### src/rtl/core/swm_pkg.sv
// ----------------------------------------------------------------------------
// swm_pkg
// Shared types and constants for the six-axis window mean block.
// ----------------------------------------------------------------------------
package swm_pkg;

  localparam int unsigned NUM_AXES = 6;
  localparam int unsigned COUNT_W  = 4;

  typedef enum logic {
    OP_ADD   = 1'b0,
    OP_CLEAR = 1'b1
  } op_e;

  typedef enum logic [2:0] {
    ST_IDLE,
    ST_SUM,
    ST_DRAIN,
    ST_LOAD,
    ST_DIV,
    ST_DONE
  } swm_state_e;

  typedef struct packed {
    logic wr_en;
    logic rd_en;
    logic acc_clr;
    logic acc_en;
    logic div_load;
    logic div_step;
  } lane_ctrl_t;

endpackage

### src/rtl/core/swm_lane.sv
// ----------------------------------------------------------------------------
// swm_lane
// One axis: sample store, serial accumulator and restoring divider.
// ----------------------------------------------------------------------------
module swm_lane #(
  parameter int unsigned WINDOW_DEPTH = 10,
  parameter int unsigned SAMPLE_WIDTH = 16
) (
  input  logic                                                 clk_i,
  input  swm_pkg::lane_ctrl_t                                  ctrl_i,
  input  logic [(WINDOW_DEPTH > 1 ? $clog2(WINDOW_DEPTH) : 1)-1:0] wr_addr_i,
  input  logic [(WINDOW_DEPTH > 1 ? $clog2(WINDOW_DEPTH) : 1)-1:0] rd_addr_i,
  input  logic signed [SAMPLE_WIDTH-1:0]                       sample_i,
  input  logic [$clog2(WINDOW_DEPTH+1)-1:0]                    divisor_i,
  output logic signed [SAMPLE_WIDTH-1:0]                       mean_o
);
  import swm_pkg::*;

  localparam int unsigned CNT_W  = $clog2(WINDOW_DEPTH + 1);
  localparam int unsigned SUM_W  = SAMPLE_WIDTH + CNT_W;

  logic signed [SAMPLE_WIDTH-1:0] mem_q [WINDOW_DEPTH];
  logic signed [SAMPLE_WIDTH-1:0] rd_data_q;
  logic signed [SUM_W-1:0]        acc_q;
  logic [SUM_W-1:0]               acc_mag;
  logic [SUM_W-1:0]               quo_q;
  logic [CNT_W-1:0]               rem_q;
  logic                           neg_q;
  logic [CNT_W:0]                 trial;
  logic [CNT_W:0]                 diff;
  logic                           ge;
  logic [CNT_W-1:0]               rem_d;
  logic [SAMPLE_WIDTH-1:0]        quo_lo;

  always_ff @(posedge clk_i) begin
    if (ctrl_i.wr_en) begin
      mem_q[wr_addr_i] <= sample_i;
    end
    if (ctrl_i.rd_en) begin
      rd_data_q <= mem_q[rd_addr_i];
    end
  end

  always_ff @(posedge clk_i) begin
    if (ctrl_i.acc_clr) begin
      acc_q <= '0;
    end else if (ctrl_i.acc_en) begin
      acc_q <= acc_q + SUM_W'(rd_data_q);
    end
  end

  assign acc_mag = acc_q[SUM_W-1] ? SUM_W'(-acc_q) : SUM_W'(acc_q);

  // restoring division, one quotient bit per step
  assign trial = {rem_q, quo_q[SUM_W-1]};
  assign diff  = trial - {1'b0, divisor_i};
  assign ge    = (trial >= {1'b0, divisor_i});
  assign rem_d = ge ? diff[CNT_W-1:0] : trial[CNT_W-1:0];

  always_ff @(posedge clk_i) begin
    if (ctrl_i.div_load) begin
      quo_q <= acc_mag;
      rem_q <= '0;
      neg_q <= acc_q[SUM_W-1];
    end else if (ctrl_i.div_step) begin
      quo_q <= {quo_q[SUM_W-2:0], ge};
      rem_q <= rem_d;
    end
  end

  assign quo_lo = quo_q[SAMPLE_WIDTH-1:0];
  assign mean_o = neg_q ? $signed(-quo_lo) : $signed(quo_lo);

endmodule

### src/rtl/core/swm_merge.sv
// ----------------------------------------------------------------------------
// swm_merge
// Gathers the lane means and the count into the result register.
// ----------------------------------------------------------------------------
module swm_merge #(
  parameter int unsigned SAMPLE_WIDTH = 16
) (
  input  logic                                clk_i,
  input  logic                                rst_ni,
  input  logic                                load_i,
  input  logic                                clear_i,
  input  logic signed [SAMPLE_WIDTH-1:0]      lane_mean_i [swm_pkg::NUM_AXES],
  input  logic [swm_pkg::COUNT_W-1:0]         count_i,
  output logic                                ready_o,
  output logic                                out_valid_o,
  input  logic                                out_ready_i,
  output logic signed [SAMPLE_WIDTH-1:0]      mean_o [swm_pkg::NUM_AXES],
  output logic [swm_pkg::COUNT_W-1:0]         count_o
);
  import swm_pkg::*;

  logic                           valid_q;
  logic signed [SAMPLE_WIDTH-1:0] mean_q [NUM_AXES];
  logic [COUNT_W-1:0]             count_q;
  logic                           take;

  assign ready_o = !valid_q || out_ready_i;
  assign take    = load_i && ready_o;

  always_ff @(posedge clk_i or negedge rst_ni) begin
    if (!rst_ni) begin
      valid_q <= 1'b0;
    end else if (take) begin
      valid_q <= 1'b1;
    end else if (out_ready_i) begin
      valid_q <= 1'b0;
    end
  end

  always_ff @(posedge clk_i) begin
    if (take) begin
      for (int a = 0; a < NUM_AXES; a++) begin
        mean_q[a] <= clear_i ? '0 : lane_mean_i[a];
      end
      count_q <= count_i;
    end
  end

  assign out_valid_o = valid_q;
  assign mean_o      = mean_q;
  assign count_o     = count_q;

endmodule

### src/rtl/core/six_axis_window_mean.sv
// ----------------------------------------------------------------------------
// six_axis_window_mean
// Moving mean over the last WINDOW_DEPTH six-axis motion samples.
// ----------------------------------------------------------------------------
// One request is taken at a time. An add request writes the sample into six
// axis lanes, which then read back the stored samples one per cycle from
// their stores and divide the sum by the fill count one quotient bit per
// cycle, passing through the states ST_SUM, ST_DRAIN, ST_LOAD, ST_DIV and
// ST_DONE. A result waits in the output register while the next request is
// already being worked on.
module six_axis_window_mean #(
  parameter int unsigned WINDOW_DEPTH = 10,
  parameter int unsigned SAMPLE_WIDTH = 16
) (
  input  logic                           clk_i,
  input  logic                           rst_ni,
  input  logic                           in_valid_i,
  output logic                           in_ready_o,
  input  logic                           operation_i,
  input  logic signed [SAMPLE_WIDTH-1:0] gyro_x_i,
  input  logic signed [SAMPLE_WIDTH-1:0] gyro_y_i,
  input  logic signed [SAMPLE_WIDTH-1:0] gyro_z_i,
  input  logic signed [SAMPLE_WIDTH-1:0] accel_x_i,
  input  logic signed [SAMPLE_WIDTH-1:0] accel_y_i,
  input  logic signed [SAMPLE_WIDTH-1:0] accel_z_i,
  output logic                           out_valid_o,
  input  logic                           out_ready_i,
  output logic signed [SAMPLE_WIDTH-1:0] mean_gyro_x_o,
  output logic signed [SAMPLE_WIDTH-1:0] mean_gyro_y_o,
  output logic signed [SAMPLE_WIDTH-1:0] mean_gyro_z_o,
  output logic signed [SAMPLE_WIDTH-1:0] mean_accel_x_o,
  output logic signed [SAMPLE_WIDTH-1:0] mean_accel_y_o,
  output logic signed [SAMPLE_WIDTH-1:0] mean_accel_z_o,
  output logic [swm_pkg::COUNT_W-1:0]    sample_count_o
);
  import swm_pkg::*;

  localparam int unsigned ADDR_W = (WINDOW_DEPTH > 1) ? $clog2(WINDOW_DEPTH) : 1;
  localparam int unsigned CNT_W  = $clog2(WINDOW_DEPTH + 1);
  localparam int unsigned SUM_W  = SAMPLE_WIDTH + CNT_W;
  localparam int unsigned STEP_W = $clog2(SUM_W);

  swm_state_e        state_q, state_d;
  lane_ctrl_t        ctrl;
  logic              in_acc;
  logic              done;
  logic              merge_ready;
  logic              sum_last;
  logic              div_last;
  logic [ADDR_W-1:0] wr_ptr_q;
  logic [CNT_W-1:0]  fill_q;
  logic [ADDR_W-1:0] rd_idx_q;
  logic              rd_vld_q;
  logic [STEP_W-1:0] step_q;
  logic              clr_q;

  logic signed [SAMPLE_WIDTH-1:0] axis_in   [NUM_AXES];
  logic signed [SAMPLE_WIDTH-1:0] lane_mean [NUM_AXES];
  logic signed [SAMPLE_WIDTH-1:0] out_mean  [NUM_AXES];

  assign axis_in[0] = gyro_x_i;
  assign axis_in[1] = gyro_y_i;
  assign axis_in[2] = gyro_z_i;
  assign axis_in[3] = accel_x_i;
  assign axis_in[4] = accel_y_i;
  assign axis_in[5] = accel_z_i;

  assign in_ready_o = (state_q == ST_IDLE);
  assign in_acc     = in_valid_i && in_ready_o;
  assign sum_last   = (CNT_W'(rd_idx_q) == fill_q - CNT_W'(1));
  assign div_last   = (step_q == STEP_W'(SUM_W - 1));

  always_comb begin
    state_d = state_q;
    case (state_q)
      ST_IDLE: begin
        if (in_acc) begin
          state_d = (operation_i == OP_CLEAR) ? ST_DONE : ST_SUM;
        end
      end
      ST_SUM: begin
        if (sum_last) begin
          state_d = ST_DRAIN;
        end
      end
      ST_DRAIN: state_d = ST_LOAD;
      ST_LOAD:  state_d = ST_DIV;
      ST_DIV: begin
        if (div_last) begin
          state_d = ST_DONE;
        end
      end
      ST_DONE: begin
        if (merge_ready) begin
          state_d = ST_IDLE;
        end
      end
      default: state_d = ST_IDLE;
    endcase
  end

  always_comb begin
    ctrl          = '0;
    ctrl.wr_en    = in_acc && (operation_i == OP_ADD);
    ctrl.acc_clr  = in_acc;
    ctrl.rd_en    = (state_q == ST_SUM);
    ctrl.acc_en   = rd_vld_q;
    ctrl.div_load = (state_q == ST_LOAD);
    ctrl.div_step = (state_q == ST_DIV);
    done          = (state_q == ST_DONE);
  end

  always_ff @(posedge clk_i or negedge rst_ni) begin
    if (!rst_ni) begin
      state_q  <= ST_IDLE;
      wr_ptr_q <= '0;
      fill_q   <= '0;
      rd_idx_q <= '0;
      rd_vld_q <= 1'b0;
      step_q   <= '0;
      clr_q    <= 1'b0;
    end else begin
      state_q  <= state_d;
      rd_vld_q <= (state_q == ST_SUM);
      if (in_acc) begin
        clr_q    <= (operation_i == OP_CLEAR);
        rd_idx_q <= '0;
        if (operation_i == OP_CLEAR) begin
          wr_ptr_q <= '0;
          fill_q   <= '0;
        end else begin
          wr_ptr_q <= (wr_ptr_q == ADDR_W'(WINDOW_DEPTH - 1)) ? '0 : wr_ptr_q + 1'b1;
          if (fill_q != CNT_W'(WINDOW_DEPTH)) begin
            fill_q <= fill_q + 1'b1;
          end
        end
      end else if (state_q == ST_SUM) begin
        rd_idx_q <= rd_idx_q + 1'b1;
      end
      if (state_q == ST_LOAD) begin
        step_q <= '0;
      end else if (state_q == ST_DIV) begin
        step_q <= step_q + 1'b1;
      end
    end
  end

  for (genvar g = 0; g < NUM_AXES; g++) begin : g_lane
    swm_lane #(
      .WINDOW_DEPTH (WINDOW_DEPTH),
      .SAMPLE_WIDTH (SAMPLE_WIDTH)
    ) u_lane (
      .clk_i     (clk_i),
      .ctrl_i    (ctrl),
      .wr_addr_i (wr_ptr_q),
      .rd_addr_i (rd_idx_q),
      .sample_i  (axis_in[g]),
      .divisor_i (fill_q),
      .mean_o    (lane_mean[g])
    );
  end

  swm_merge #(
    .SAMPLE_WIDTH (SAMPLE_WIDTH)
  ) u_merge (
    .clk_i       (clk_i),
    .rst_ni      (rst_ni),
    .load_i      (done),
    .clear_i     (clr_q),
    .lane_mean_i (lane_mean),
    .count_i     (COUNT_W'(fill_q)),
    .ready_o     (merge_ready),
    .out_valid_o (out_valid_o),
    .out_ready_i (out_ready_i),
    .mean_o      (out_mean),
    .count_o     (sample_count_o)
  );

  assign mean_gyro_x_o  = out_mean[0];
  assign mean_gyro_y_o  = out_mean[1];
  assign mean_gyro_z_o  = out_mean[2];
  assign mean_accel_x_o = out_mean[3];
  assign mean_accel_y_o = out_mean[4];
  assign mean_accel_z_o = out_mean[5];

  a_fill_bound: assert property (@(posedge clk_i) disable iff (!rst_ni)
    fill_q <= CNT_W'(WINDOW_DEPTH))
    else $error("fill count above window depth");

  a_ptr_bound: assert property (@(posedge clk_i) disable iff (!rst_ni)
    CNT_W'(wr_ptr_q) < CNT_W'(WINDOW_DEPTH))
    else $error("write pointer outside store");

  a_clear_empties: assert property (@(posedge clk_i) disable iff (!rst_ni)
    (in_acc && operation_i == OP_CLEAR) |=> (fill_q == '0 && wr_ptr_q == '0))
    else $error("clear did not empty the window");

  a_sum_nonempty: assert property (@(posedge clk_i) disable iff (!rst_ni)
    (state_q == ST_SUM) |-> (fill_q != '0))
    else $error("summing an empty window");

endmodule
### config.mk
export PLATFORM = sky130hd
export DESIGN_NAME = six_axis_window_mean
export DESIGN_NICKNAME = d
export VERILOG_FILES = /design/src/rtl/core/swm_pkg.sv /design/src/rtl/core/swm_lane.sv /design/src/rtl/core/swm_merge.sv /design/src/rtl/core/six_axis_window_mean.sv
export SDC_FILE = /design/constraint.sdc
export NUM_CORES = 2
export LEC_CHECK = 0
export ABC_AREA = 1
export BUFFER_PORTS_ARGS = -buffer_cell sky130_fd_sc_hd__clkbuf_2
export CORE_MARGIN = 4
export CORE_UTILIZATION = 50
export CTS_CLUSTER_SIZE = 24
export DETAILED_ROUTE_END_ITERATION = 8
export PLACE_DENSITY = 0.69
export SYNTH_ARGS = -nofsm -noshare
export SYNTH_HDL_FRONTEND = slang
export SYNTH_HIERARCHICAL = 1
export SYNTH_SLANG_ARGS = --single-unit
### constraint.sdc
create_clock -name clk_i -period 9.8 [get_ports clk_i]
set_clock_uncertainty 0.05 [all_clocks]
set_input_delay 0 -clock clk_i [delete_from_list [all_inputs] [get_ports clk_i]]
set_output_delay 0 -clock clk_i [all_outputs]
set_load 0.005 [all_outputs]
Word level (Yosys, flattened, before mapping)
Memory sizes are Yosys's and may differ from the RTL's. A register that Yosys moved wholly into a read port is not among the register bits.
Index checks and enable logic that the tools add are counted.
{ "op_classes": {"n_addsub": 29, "order_cmp": 6, "eq_ne": 13, "mux": 48, "bitwise_logic": 1, "reduce_logical": 12} }
{ "ops": {"columns": ["cell", "n"], "rows": [
  ["$mux W20", 18],
  ["$add A20 B16 Y20", 6],
  ["$neg A20 Y20", 6],
  ["$mux W16", 6],
  ["$neg A16 Y16", 6],
  ["$mux W4", 12],
  ["$ge A5 B4 Y1", 6],
  ["$sub A4 B4 Y4", 6],
  ["$pmux W3 S6", 1],
  ["$mux W3", 5],
  ["$add A4 B1 Y4 const B", 3],
  ["$mux W5", 2],
  ["$reduce_bool A2 Y1", 4],
  ["$eq A3 B2 Y1 const B", 2],
  ["$eq A3 B3 Y1 const B", 2],
  ["$ne A2 B1 Y1 const B", 3],
  ["$add A5 B1 Y5 const B", 1],
  ["$eq A5 B5 Y1 const B", 1],
  ["$eq A4 B4 Y1", 1],
  ["$eq A4 B4 Y1 const B", 1],
  ["$mux W1", 4],
  ["$ne A4 B4 Y1 const B", 1],
  ["$reduce_and A4 Y1", 1],
  ["$sub A4 B1 Y4 const B", 1],
  ["other kinds (8)", 10]
]} }
{ "word_totals": {"ff_bits": 393, "ram_bits": 960, "input_bits": 101, "out_inout_bits": 102, "elab_cells": 154, "mem_count": 6} }
{ "mem_list": {"columns": ["name", "depth", "width", "rd", "rd_clocked_by_memory_dff", "write_ports", "line_no", "text"], "rows": [
  ["g_lane[0].u_lane.mem_q", 10, 16, 1, 1, 1, "swm_lane.sv:22", "logic signed [SAMPLE_WIDTH-1:0] mem_q [WINDOW_DEPTH];"],
  ["g_lane[1].u_lane.mem_q", 10, 16, 1, 1, 1, "swm_lane.sv:22", null],
  ["g_lane[2].u_lane.mem_q", 10, 16, 1, 1, 1, "swm_lane.sv:22", null],
  ["g_lane[3].u_lane.mem_q", 10, 16, 1, 1, 1, "swm_lane.sv:22", null],
  ["g_lane[4].u_lane.mem_q", 10, 16, 1, 1, 1, "swm_lane.sv:22", null],
  ["g_lane[5].u_lane.mem_q", 10, 16, 1, 1, 1, "swm_lane.sv:22", null]
]} }

Longest topological paths before layout
{ "depth": {"depth_word": 5, "mapped_depth": 13, "depth_no_buf": 13} }

Cells and area by module
The synthesis kept the hierarchy.
{ "modules_own_cells": {"columns": ["mod", "n_inst", "cells_per_inst", "area_each_um2", "seq_area_each_um2"], "rows": [
  ["swm_lane (g_lane[2].u_lane ...)", 2, 1017, 10749.1, 6396.1],
  ["swm_lane (g_lane[5].u_lane)", 1, 1014, 10751.6, 6396.1],
  ["swm_lane (g_lane[4].u_lane)", 1, 1013, 10749.1, 6396.1],
  ["swm_lane (g_lane[1].u_lane)", 1, 1017, 10717.8, 6396.1],
  ["swm_lane (g_lane[0].u_lane)", 1, 1012, 10685.2, 6396.1],
  ["swm_merge", 1, 309, 3940.0, 3027.9],
  ["six_axis_window_mean", 1, 162, 1328.8, 550.5]
]} }

Worst setup path before layout
No wires, ideal clock.
{ "synth_timing": {"path_type": "register to register", "startpoint": "register state_q[0]", "endpoint": "register u_merge.count_q[0] (netlist: u_merge/count_o[0]) (enable)", "t_arrival_ns": 5.572, "required_time_ns": 9.158, "setup_slack_ns": 3.586, "path_stages_with_launch": 5, "n_path_buf": 0, "cell_sequence": "dfrtp_1 inv_1 nor3_2 inv_1 a21oi_1"} }
{ "synth_between": {"elab_chain_len": 2} }
{ "synth_rtl": {"columns": ["element", "line_no", "text"], "rows": [
  ["start, declared", "six_axis_window_mean.sv:43", "swm_state_e state_q, state_d;"],
  ["start signal, assigned", "six_axis_window_mean.sv:123", "state_q <= state_d;"],
  ["$eq A3 B3 Y1", "six_axis_window_mean.sv:110", "done = (state_q == ST_DONE);"],
  ["via done", "six_axis_window_mean.sv:46", "logic done;"],
  ["$logic_and A1 B1 Y1", "swm_merge.sv:28", "assign take = load_i && ready_o;"],
  ["via u_merge.take", "swm_merge.sv:25", "logic take;"],
  ["end signal, assigned", "swm_merge.sv:45", "count_q <= count_i;"],
  ["end, declared", "swm_merge.sv:24", "logic [COUNT_W-1:0] count_q;"]
]} }
The timed path passes the listed nets, and every way through them passes these cells.
A chain may end at the register's enable or synchronous reset.

==> flow_metrics.env <==
export IMPL_relSlewSlack_pct=13.1
export IMPL_globalplace_congestion=0.904
export IMPL_synth_top_area_share_pct=55.3
export IMPL_antenna_found_initial=9
export IMPL_fp_dieW_um=381
export IMPL_synth_edff_count=1282
export IMPL_hp_class="in2reg"
export IMPL_crit_fanout=55
export IMPL_dp_hpwl_mm=104
export IMPL_ys_warn_count=6
export IMPL_cts_buffers=152
export IMPL_tns_ns=0
export IMPL_syn_avg_cell_area_um2=10.6
export IMPL_synth_most_common_cell="edfxtp_1"
export IMPL_yosysSeqAreaShare_pct=60.2
export IMPL_endpoint_kind="register"
export IMPL_cts_tree="done"
export IMPL_fin_ws_ns=6.01
export IMPL_max_freq_ghz=0.264
export IMPL_start_kind="register"
export IMPL_yosysUniqueCellTypes=54
export IMPL_portBuffers=202
export IMPL_routedWlPerCell_um=18.2
export IMPL_synth_top_cell_by_area="edfxtp_1"
export IMPL_hp_start="gyro_z_i[9]"
export IMPL_status="completed"
export IMPL_overflow=0
export IMPL_crit_required_ns=10.07
export IMPL_final_setup_viol_count=0
export IMPL_area_growth_pct=12.8
export IMPL_clock_latency_ns=0.79
export IMPL_layout_worst_path_cycle_share_pct=38.6
export IMPL_grt_pass1_vias=45600
export IMPL_critPathArrivalTime_ns=4.05
export IMPL_drc=0
export IMPL_period_minus_slack_ns=3.79
export IMPL_synth_ff_type="edfxtp_1"
export IMPL_internal_power_uw=15200
export IMPL_ir_drop_mv=0.293
export IMPL_power_density_nw_per_um2=327
export IMPL_r2r_start="state_q[2]"
export IMPL_yosys_register_bits=1449
export IMPL_vias_per_cell=5.36
export IMPL_h_tree_depth=4
export IMPL_rsz0062_at_grt="false"
export IMPL_drv_cap=0
export IMPL_ant_nets=0
export IMPL_worstSetupStartpoint="state_q[2]"
export IMPL_pin_count=203
export IMPL_p_comb_share_pct=42.1
export IMPL_rows=136
export IMPL_clk_pin_slew_ns=0.06
export IMPL_grt_max_degree=207
export IMPL_coreArea_um2=138000
export IMPL_synth_cells=6561
export IMPL_net_switching_power_uw=10500
export IMPL_final_hold_viol_count=0
export IMPL_die_h_um=381
export IMPL_slew_viol_final=0
export IMPL_drive_gt1_share_pct=10.0
export IMPL_grtUsageTotal_pct=21.8
export IMPL_synthTopCellsByArea="edfxtp_1, nand2_1, inv_1"
export IMPL_syn_area_um2=69700
export IMPL_start_util_pct=50.5
export IMPL_r2r_cells=6
export IMPL_power_frac_seq_pct=36.1
export IMPL_rr_endpoint="g_lane[3].u_lane/quo_q[2]"
export IMPL_synth_net_count=6831
export IMPL_pwr_share_clk_pct=21.8
export IMPL_wl_mm=161
export IMPL_clock_path_buffers=3
export IMPL_endpoint="g_lane[3].u_lane/quo_q[2]"
export IMPL_n_fill_cell=11400
export IMPL_dieArea_um2=145000
export IMPL_ctsRootBufferMaster="clkbuf_16"
export IMPL_synthTopCellsByCount="edfxtp_1, nand2_1, inv_1, nor2_1, a21oi_1"
export IMPL_cts_sinks=1449
export IMPL_fin_nets=7166
export IMPL_drtPass1Iterations=9
export IMPL_worst_slew_pin_slew_ns=1.30
export IMPL_hold_ws_ns=0.0465
export IMPL_p_leak_uw=0.0317
export IMPL_crit_type="reg2reg"
export IMPL_sw_frac_of_total_pct=40.9
export IMPL_r2r_slack_ns=6.01
export IMPL_vias=47600
export IMPL_dp_slack_ns=5.98
export IMPL_initialDrtViolationCount=4044
export IMPL_async_flop_share_pct=1.59
export IMPL_grt_pass1_wl_mm=252
[worst max-delay path, stage by stage (launching register included)]
cell and delay, ns:
dfrtp_1 0.34, clkinv_2 0.14, nand3_1 0.17, clkinv_2 0.62
buf_4 0.58, inv_1 0.66, nand2_1 0.73
[state kept, by name (all words and copies together), names as in the netlist, 5 cells and up]
register,cells
step_q,5
u_merge/mean_o,96
g_lane.u_lane/rem_q,24
g_lane.u_lane/mem_q,960
g_lane.u_lane/neg_q,6
g_lane.u_lane/acc_q,120
g_lane.u_lane/quo_q,120
g_lane.u_lane/rd_data_q,96
[final cells by class]
| cell class | instances | area (µm²) | share of cell area, % |
|---|---|---|---|
| diodes | 8 | 20.0 | 0.0255 |
| clock buffers | 196 | 4060 | 5.17 |
| clock inverters | 80 | 811 | 1.03 |
| inverters | 931 | 3500 | 4.45 |
| multi-input cells | 3937 | 22800 | 29.0 |
| flip-flops and latches | 1449 | 42000 | 53.4 |
| well taps | 1863 | 2330 | 2.96 |
| repair buffers | 425 | 3100 | 3.94 |
[power by group through the flow]
stage / clock, µW / sequential [µW] / combinational [µW]
floorplan: 0 / 8820 / 8550
finish: 5610 / 9280 / 10800
CTS: 5720 / 9270 / 10800
global route: 5970 / 9380 / 12300
global placement: 0 / 9370 / 10400
detailed placement: 0 / 9390 / 10700
[worst min path at each step]
stage,to,slack (ns),cells past startpoint
after CTS,g_lane[1].u_lane/mem_q[5][6],0.003,2
after floorplan,clr_q,-0.35,0
after detailed placement,u_merge/out_valid_o,0.02,1
after global placement,u_merge/out_valid_o,0.02,1
after global routing,g_lane[0].u_lane/mem_q[5][11],0.03,2
final,g_lane[2].u_lane/mem_q[3][9],0.05,2
[through the flow]
stage	instances	area (µm²)	util [%]	total power, µW
after detailed placement	8464	72300	52.4	20100
after floorplan	6561	69700	-	17400
after CTS	8881	78600	57.0	25800
after global routing	8886	78600	57.0	27600
after global placement	8464	72300	52.4	19800
final	8889	78600	57.0	25700
[layout by cell type, fill, tap and decap left out, types with 144 or more instances in the layout]
| cell type | Yosys | routed |
|---|---|---|
| edfxtp_1 | 1282 | 1282 |
| nand2_1 | 980 | 980 |
| inv_1 | 866 | 865 |
| nor2_1 | 455 | 454 |
| a21oi_1 | 422 | 421 |
| nand3_1 | 356 | 356 |
| o21ai_1 | 325 | 325 |
| o21ai_0 | 296 | 296 |
| mux2i_1 | 288 | 288 |
| clkbuf_2 | 3 | 202 |
| xor2_1 | 178 | 178 |
| o211ai_1 | 167 | 167 |
| ha_1 | 157 | 157 |
| clkbuf_16 | 0 | 155 |
| dfxtp_1 | 144 | 144 |
[what timing repair did]
| action | in CTS | in global routing |
|---|---|---|
| hold buffers | 141 | 0 |
| endpoints found under the hold margin | 1123 | 0 |
| endpoints found under the setup margin | 0 | 0 |
| resized for setup | 0 | 0 |
| setup buffers | 0 | 0 |
[metal layers]
| metal | global-route usage, % | share of wire [%] | vias up | wire [µm] |
|---|---|---|---|---|
| li1 | - | - | 23300 | - |
| met1 | 29.9 | 44 | 22800 | 70900 |
| met2 | 36.0 | 47 | 1279 | 76500 |
| met3 | 3.31 | 6.1 | 258 | 9870 |
| met4 | 6.75 | 2.5 | 4 | 4080 |
| met5 | 0 | 0.013 | - | 21 |
[kinds of logic (layout without fill, tap and decap cells)]
| group | Yosys count | in the layout | synth area share [%] |
|---|---|---|---|
| AO/OA/AOI/OAI | 1318 | 1318 | 10.8 |
| XOR/XNOR | 200 | 200 | 2.51 |
| adder cells (fa/ha/maj) | 169 | 169 | 3.16 |
| buffers and inverters | 1175 | 1632 | 7.05 |
| flip-flops | 1449 | 1449 | 60.2 |
| multiplexers | 288 | 288 | 4.14 |
| other | 0 | 8 | 0 |
| AND/OR/NAND/NOR | 1962 | 1962 | 12.1 |
(Power assumes the default switching activity.)
